**config.mk**
```make
export PLATFORM = sky130hd
export DESIGN_NAME = pgad_ctrl
export DESIGN_NICKNAME = d
export VERILOG_FILES = /design/src/rtl/pgad_pkg.sv /design/src/rtl/pgad_ctrl.sv
export VERILOG_INCLUDE_DIRS = /design/src /design/src/rtl
export SDC_FILE = /design/constraint.sdc
export NUM_CORES = 1
export LEC_CHECK = 0
export ABC_AREA = 1
export BUFFER_PORTS_ARGS = -buffer_cell sky130_fd_sc_hd__buf_4
export CAP_MARGIN = 30
export CORE_MARGIN = 1
export CORE_UTILIZATION = 45
export DETAILED_ROUTE_END_ITERATION = 16
export PLACE_DENSITY = 0.76
export SLEW_MARGIN = 20
export SYNTH_ARGS = -nofsm -noshare
export SYNTH_HDL_FRONTEND = slang
export SYNTH_SLANG_ARGS = --single-unit
```
**constraint.sdc**
```tcl
create_clock -name i_clk -period 1.59 [get_ports i_clk]
set_clock_uncertainty 0.1 [all_clocks]
set_input_delay 0.0795 -clock i_clk [delete_from_list [all_inputs] [get_ports i_clk]]
set_output_delay 0.0795 -clock i_clk [all_outputs]
set_load 0.005 [all_outputs]
```
**src/rtl/palette_gray_area_downscaler_unit_assert.svh**
```systemverilog
// assertion macros for the palette gray area downscaler
`ifndef PALETTE_GRAY_AREA_DOWNSCALER_UNIT_ASSERT_SVH
`define PALETTE_GRAY_AREA_DOWNSCALER_UNIT_ASSERT_SVH

`ifndef ASSERT_OFF
`define PGAD_ASSERT_IMP(lbl, clk, rst_n, ante, cons) \
    lbl: assert property (@(posedge clk) disable iff (!rst_n) (ante) |-> (cons)) \
        else $error("assertion failed");
`define PGAD_ASSERT_NXT(lbl, clk, rst_n, ante, cons) \
    lbl: assert property (@(posedge clk) disable iff (!rst_n) (ante) |=> (cons)) \
        else $error("assertion failed");
`else
`define PGAD_ASSERT_IMP(lbl, clk, rst_n, ante, cons)
`define PGAD_ASSERT_NXT(lbl, clk, rst_n, ante, cons)
`endif

`endif

```
**src/rtl/pgad_pkg.sv**
```systemverilog
package pgad_pkg;

    localparam logic [23:0] PALETTE [128] = '{
        24'h000000, 24'h4a4a4a, 24'h6f6f6f, 24'h8e8e8e,
        24'haaaaaa, 24'hc0c0c0, 24'hd6d6d6, 24'hececec,
        24'h484800, 24'h69690f, 24'h86861d, 24'ha2a22a,
        24'hbbbb35, 24'hd2d240, 24'he8e84a, 24'hfcfc54,
        24'h7c2c00, 24'h904811, 24'ha26221, 24'hb47a30,
        24'hc3903d, 24'hd2a44a, 24'hdfb755, 24'hecc860,
        24'h901c00, 24'ha33915, 24'hb55328, 24'hc66c3a,
        24'hd5824a, 24'he39759, 24'hf0aa67, 24'hfcbc74,
        24'h940000, 24'ha71a1a, 24'hb83232, 24'hc84848,
        24'hd65c5c, 24'he46f6f, 24'hf08080, 24'hfc9090,
        24'h840064, 24'h97197a, 24'ha8308f, 24'hb846a2,
        24'hc659b3, 24'hd46cc3, 24'he07cd2, 24'hec8ce0,
        24'h500084, 24'h68199a, 24'h7d30ad, 24'h9246c0,
        24'ha459d0, 24'hb56ce0, 24'hc57cee, 24'hd48cfc,
        24'h140090, 24'h331aa3, 24'h4e32b5, 24'h6848c6,
        24'h7f5cd5, 24'h956fe3, 24'ha980f0, 24'hbc90fc,
        24'h000094, 24'h181aa7, 24'h2d32b8, 24'h4248c8,
        24'h545cd6, 24'h656fe4, 24'h7580f0, 24'h8490fc,
        24'h001c88, 24'h183b9d, 24'h2d57b0, 24'h4272c2,
        24'h548ad2, 24'h65a0e1, 24'h75b5ef, 24'h84c8fc,
        24'h003064, 24'h185080, 24'h2d6d98, 24'h4288b0,
        24'h54a0c5, 24'h65b7d9, 24'h75cceb, 24'h84e0fc,
        24'h004030, 24'h18624e, 24'h2d8169, 24'h429e82,
        24'h54b899, 24'h65d1ae, 24'h75e7c2, 24'h84fcd4,
        24'h004400, 24'h1a661a, 24'h328432, 24'h48a048,
        24'h5cba5c, 24'h6fd26f, 24'h80e880, 24'h90fc90,
        24'h143c00, 24'h355f18, 24'h527e2d, 24'h6e9c42,
        24'h87b754, 24'h9ed065, 24'hb4e775, 24'hc8fc84,
        24'h303800, 24'h505916, 24'h6d762b, 24'h88923e,
        24'ha0ab4f, 24'hb7c25f, 24'hccd86e, 24'he0ec7c,
        24'h482c00, 24'h694d14, 24'h866a26, 24'ha28638,
        24'hbb9f47, 24'hd2b656, 24'he8cc63, 24'hfce070
    };

    // reciprocal of 100 scaled by 2^19, exact for sums below 43690
    localparam logic [12:0] RECIP_100   = 13'd5243;
    localparam int          RECIP_SHIFT = 19;

    typedef enum logic [3:0] {
        ST_CLEAR,
        ST_IDLE,
        ST_LUM,
        ST_SCALE,
        ST_MUL,
        ST_RD,
        ST_WR,
        ST_FIN,
        ST_LOAD,
        ST_DIV,
        ST_EMIT
    } t_state;

    typedef struct packed {
        logic       accept;
        logic       clear_wr;
        logic       lum;
        logic       scale;
        logic       mul;
        logic       rd;
        logic       wr;
        logic       fin_rd;
        logic       div_load;
        logic       div_step;
        logic       emit;
        logic       advance;
        logic [1:0] k;
    } t_cmd;

    typedef struct packed {
        logic fs;
        logic beyond;
        logic sub_valid;
        logic finish;
        logic clr_last;
        logic out_free;
    } t_stat;

endpackage

```
**src/rtl/pgad_ctrl.sv**
```systemverilog
`include "palette_gray_area_downscaler_unit_assert.svh"

module pgad_ctrl (
    input  logic          i_clk,
    input  logic          i_rst_n,
    input  logic          i_in_valid,
    input  logic          i_in_first,
    output logic          o_in_ready,
    input  pgad_pkg::t_stat i_stat,
    output pgad_pkg::t_cmd  o_cmd
);
    import pgad_pkg::*;

    t_state     r_state, n_state;
    logic [1:0] r_k, n_k;
    logic       accept;

    assign accept = i_in_valid && (r_state == ST_IDLE);

    always_ff @(posedge i_clk) begin
        if (!i_rst_n) begin
            r_state <= ST_CLEAR;
            r_k     <= '0;
        end else begin
            r_state <= n_state;
            r_k     <= n_k;
        end
    end

    // next state
    always_comb begin
        n_state = r_state;
        n_k     = r_k;
        case (r_state)
            ST_CLEAR: begin
                if (i_stat.clr_last) begin
                    n_state = i_stat.fs ? ST_LUM : ST_IDLE;
                end
            end
            ST_IDLE: begin
                if (accept) begin
                    if (i_in_first) begin
                        n_state = ST_CLEAR;
                    end else if (!i_stat.beyond) begin
                        n_state = ST_LUM;
                    end
                end
            end
            ST_LUM: begin
                n_state = ST_SCALE;
            end
            ST_SCALE: begin
                n_state = ST_MUL;
                n_k     = '0;
            end
            ST_MUL: begin
                if (i_stat.sub_valid) begin
                    n_state = ST_RD;
                end else if (r_k == 2'd3) begin
                    n_state = ST_FIN;
                end else begin
                    n_k = r_k + 2'd1;
                end
            end
            ST_RD: begin
                n_state = ST_WR;
            end
            ST_WR: begin
                if (r_k == 2'd3) begin
                    n_state = ST_FIN;
                end else begin
                    n_state = ST_MUL;
                    n_k     = r_k + 2'd1;
                end
            end
            ST_FIN: begin
                n_state = i_stat.finish ? ST_LOAD : ST_IDLE;
            end
            ST_LOAD: begin
                n_state = ST_DIV;
            end
            ST_DIV: begin
                n_state = ST_EMIT;
            end
            ST_EMIT: begin
                if (i_stat.out_free) begin
                    n_state = ST_IDLE;
                end
            end
            default: begin
                n_state = ST_IDLE;
            end
        endcase
    end

    // outputs
    always_comb begin
        o_cmd        = '0;
        o_cmd.k      = r_k;
        o_cmd.accept = accept;
        case (r_state)
            ST_CLEAR: o_cmd.clear_wr = 1'b1;
            ST_LUM:   o_cmd.lum      = 1'b1;
            ST_SCALE: o_cmd.scale    = 1'b1;
            ST_MUL:   o_cmd.mul      = i_stat.sub_valid;
            ST_RD:    o_cmd.rd       = 1'b1;
            ST_WR:    o_cmd.wr       = 1'b1;
            ST_FIN: begin
                o_cmd.fin_rd  = i_stat.finish;
                o_cmd.advance = !i_stat.finish;
            end
            ST_LOAD:  o_cmd.div_load = 1'b1;
            ST_DIV:   o_cmd.div_step = 1'b1;
            ST_EMIT: begin
                o_cmd.emit    = i_stat.out_free;
                o_cmd.advance = i_stat.out_free;
            end
            default: o_cmd.accept = accept;
        endcase
    end

    assign o_in_ready = (r_state == ST_IDLE);

    `PGAD_ASSERT_NXT(a_first_clears, i_clk, i_rst_n, accept && i_in_first, r_state == ST_CLEAR)
    `PGAD_ASSERT_NXT(a_div_len, i_clk, i_rst_n, r_state == ST_DIV, r_state == ST_EMIT)
    `PGAD_ASSERT_NXT(a_fin_load, i_clk, i_rst_n, r_state == ST_FIN && i_stat.finish, r_state == ST_LOAD)
endmodule

```
==> Word level (Yosys, flattened, before mapping) <==
Index checks and enable logic that the tools add are counted.
{ "op_classes": {"addsub": 1, "eq_ne": 17, "muxes": 25, "reduce_logical": 6} }
{ "ops": {"columns": ["op", "n"], "rows": [
  ["$pmux W4 S11", 1],
  ["$mux W4", 8],
  ["$eq A4 B3 Y1 const B", 4],
  ["$eq A4 B4 Y1 const B", 3],
  ["$mux W1", 10],
  ["$eq A4 B2 Y1 const B", 2],
  ["$mux W2", 4],
  ["$ne A2 B2 Y1 const B", 3],
  ["$ne A3 B3 Y1 const B", 2],
  ["$pmux W2 S3", 1],
  ["$reduce_and A5 Y1", 1],
  ["$eq A4 B1 Y1 const B", 1],
  ["$logic_not A4 Y1", 1],
  ["$reduce_bool A3 Y1", 1],
  ["$add A2 B1 Y2 const B", 1],
  ["$eq A2 B2 Y1 const B", 1],
  ["$ne A2 B1 Y1 const B", 1],
  ["$pmux W1 S2", 1],
  ["$reduce_and A2 Y1", 1],
  ["$logic_and A1 B1 Y1", 1],
  ["$logic_not A1 Y1", 1]
]} }
{ "totals": {"register_bits": 6, "in_bits": 10, "out_inout_bits": 15, "wordCells": 51} }

==> Longest topological paths before layout <==
{ "depth": {"depth_word": 4, "depth_mapped": 10, "depth_no_buf": 9} }

==> Least setup slack after synthesis <==
OpenSTA, ideal clock, no wires.
{ "synth_path": {"path_type": "reg2reg", "from": "register r_k[0]", "to": "register r_state[0]", "setup_ns": 0.113, "t_arrival_ns": 1.045, "required_time_ns": 1.377, "path_slack_ns": 0.331, "stages_incl_launch_ff": 9, "path_buffers": 0, "period_less_slack_ns": 1.259, "path_cell_list": "dfxtp_1 ha_1 nor2_1 nand3_1 nand2_1 nor2_1 inv_1 nor2_1 nor2_1"} }
{ "synth_via": {"elab_chain_len": 3, "elab_cells_between_ends": 5, "classes_between": "2 x eq/ne; 2 x mux; 1 x reduce/logical"} }
{ "synth_lines": {"columns": ["item", "line", "text"], "rows": [
  ["start: declaration", "pgad_ctrl.sv:15", "logic [1:0] r_k, n_k;"],
  ["start signal: assignment", "pgad_ctrl.sv:26", "r_k <= n_k;"],
  ["$eq A2 B2 Y1 (*)", "pgad_ctrl.sv:59, pgad_ctrl.sv:69", null],
  ["$mux W2 / $ne A3 B3 Y1 (equally long branches)", null, null],
  ["$pmux W4 S11 / $reduce_and A5 Y1 (equally long branches)", null, null],
  ["end signal: assignment", "pgad_ctrl.sv:25", "r_state <= n_state;"],
  ["end: declaration", "pgad_ctrl.sv:14", "t_state r_state, n_state;"]
]} }
Every way passes the cells marked *; elsewhere a longest branch is shown, timed or not.
A chain may end at the register's enable or synchronous reset.

==> metrics <==
gpl congestion=roughly 0.9; Antenna Nets Post-Route=0; cell taking the most area after synthesis=dfxtp_1; via count=between 600 and 700; worst path bufs/invs=2; io pins=25; gr ovfl total=0; placed insts=138; Tcrit/Tclk final=0.949; number of synthesized register bits=6; synthesized cell area=592 µm²; crit path cell chain=inv_1 > nor2_4 > nand4_1 > o21ai_0 > buf_4; Post-Route WL=1.39 mm; WL per Instance=slightly below 10 µm; Setup Viol. Count Final=0; Rel. slew slack=0.843; Cell variety after synth=19; Yosys top cell area share=0.203; sink of the worst hold path=r_state[1]; initial antenna violation count=0; Synth Flop Type=dfxtp_1; Post-synth EDFFs=0; worst slack, placed=116 ps; initial core utilization=0.505; Worst-path clk slew=50 ps; reg2reg path depth=8; Area contributors post-synth=dfxtp_1 (20%), nand2_1 (15%), inv_1 (15%), nand3_1 (7.6%), nor2_1 (7.6%); Root Driver=clkbuf_4; register-to-register setup slack=190 ps; Worst Hold Class=in -> reg; slowest stage delay, CP=approximately 380 ps; asr flop ratio synth=0; Clock Path Buffers=2; # clock sinks=6; critical path type=reg -> out; Syn Inst Count=103; largest net degree at the start of global routing=10; worst r2r src=r_k[0]; Pwr Density=between 1000 and 1500 nW/µm²; Leak Pwr=0.486 nW; die footprint=between 1000 and 1500 µm²; total CTS buffers=3; Max Cap Viol=0; RSZ-0062 raised after global routing=true; top cells by count, synth=nand2_1 (24), inv_1 (23), nor2_1 (12); Worst Setup Start Kind=register; Slowest cell on crit path=dfxtp_2; CTS tree=done; syn nets=around 110; Final Critical Period=between 1500 and 2000 ps; WP data arrival=roughly 1300 ps; Worst-Margin Slew=about 230 ps; Filler cells=about 110; Vias per Instance=about 4.9; Finished Layout Cells=about 140; data required time of the worst path=around 1400 ps; DRC errors left=0; core area=roughly 1200 µm²; DR pass1 iterations=4; RR Endpoint=r_state[0]; GR Util All Layers=0.225; Critical Path Fanout Max=7; hold path depth=4; vias in the first global route=527; Design Area, Final=slightly above 800 µm²; port bufs=24; Worst Hold Launch=i_stat[0]; DPL Wire Length=roughly 1.2 mm; depth of the CTS H-tree=1; area delta synth->final=35.9%; Die X-Extent=between 30 and 40 µm; Top delay family on crit path=flip-flops; Crit. End Element=output pin; worst vdd ir=just under 0.7 mV; final hold violation count=0; result of the run=complete, no violations; first-pass GRT wire length=about 2.2 mm; Cell Area, Placed=about 770 µm²; max-slew violations=0; synth warn=0; register area share after synthesis=0.203; latest clock arrival within the worst-skew pair=roughly 250 ps; most frequent cell after synthesis=nand2_1; fin worst setup slack=between 80 and 90 ps; Max Freq=663 MHz; die height=between 30 and 40 µm; Mapped Avg Cell Area=between 5 and 6 µm²; row count=12; ant diodes=0; First DRT Iteration DRCs=22; Layout Nets=about 140; layout cells sized above 1=0.320
==> where the power goes <==
| group | switching [mW] | leakage, nW | total, mW | internal [mW] |
|---|---|---|---|---|
| Combinational | 0.290 | 0.421 | 0.506 | 0.216 |
| Sequential | 0.0668 | 0.0505 | 0.255 | 0.188 |
| Clock | 0.0583 | 0.0138 | 0.144 | 0.0856 |
| Total | 0.415 | 0.486 | 0.905 | 0.490 |
==> tightest hold or removal path, cell delays in order <==
cell and delay [ps]:
buf_4 80, inv_1 60, nand3_2 100, a21oi_2 50
==> per-stage QoR <==
| stage | hold WS [ps] | setup TNS (ps) | total power, mW | util |
|---|---|---|---|---|
| floorplan | 77.1 | 0 | 0.615 | - |
| global placement | 187 | 0 | 0.743 | 0.655 |
| detailed placement | 191 | 0 | 0.751 | 0.655 |
| CTS | 55.3 | 0 | 0.899 | 0.685 |
| global route | 74.5 | -25.4 | 0.985 | 0.687 |
| finish | 58.3 | 0 | 0.905 | 0.687 |
==> layout make-up <==
type / count / area, µm² / area share
inverters: 24 / 90.1 / 0.112
flip-flops and latches: 6 / 125 / 0.156
well taps: 14 / 17.5 / 0.0218
repair buffers: 25 / 190 / 0.236
clock buffers: 3 / 22.5 / 0.0280
multi-input cells: 70 / 359 / 0.446
==> what timing repair did <==
action / in CTS / in global routing
hold buffers: 1 / 0
endpoints found under the hold margin: 2 / 0
gates resized for setup: 2 / 2
setup buffers: 0 / 0
setup endpoints to repair: 1 / 7
==> logic make-up (layout without fill, tap and decap cells) <==
logic type	count (synthesis)	after routing	share of synthesized area
flip-flops	6	6	0.203
buffers and inverters	27	52	0.190
AO/OA/AOI/OAI	9	9	0.0867
AND/OR/NAND/NOR	60	60	0.499
adder cells (fa/ha/maj)	1	1	0.0211
==> layout by cell type (no fill, tap or decap), drive strengths merged <==
master,synthesis,layout
nand2,24,24
buf,3,24
inv,24,24
nor2,18,18
nand3,11,11
dfxtp,6,6
nand4,4,4
o21ai,4,4
a21oi,4,4
clkbuf,0,3
nor3,2,2
nand3b,1,1
o21a,1,1
ha,1,1
dlygate4sd3,0,1
==> state kept, by name, summed over array words and instances (netlist names) <==
| name | cells |
|---|---|
| r_k | 2 |
| r_state | 4 |
==> worst max-delay path by stage <==
stage / endpoint / cells after the start / startpoint / slack (ps)
after global placement: r_state[1] / 8 / r_state[0] / 120
final: o_cmd[2] / 5 / r_state[2] / 80
after CTS: o_cmd[4] / 5 / r_state[0] / 10
after global routing: o_cmd[2] / 5 / r_state[2] / -30
after floorplan: r_state[0] / 8 / r_k[0] / 330
after detailed placement: r_state[0] / 7 / r_state[0] / 120
==> layer usage <==
| layer | vias to the layer above | global-route usage | part of all wire |
|---|---|---|---|
| li1 | 370 | - | - |
| met5 | - | 0 | 0 |
| met1 | 298 | 0.282 | 0.45 |
| met3 | 2 | 0.0698 | 0.059 |
| met2 | 23 | 0.373 | 0.48 |
| met4 | 0 | 0.0536 | 0.0058 |
No activity file was read; power rests on OpenSTA's default activity.
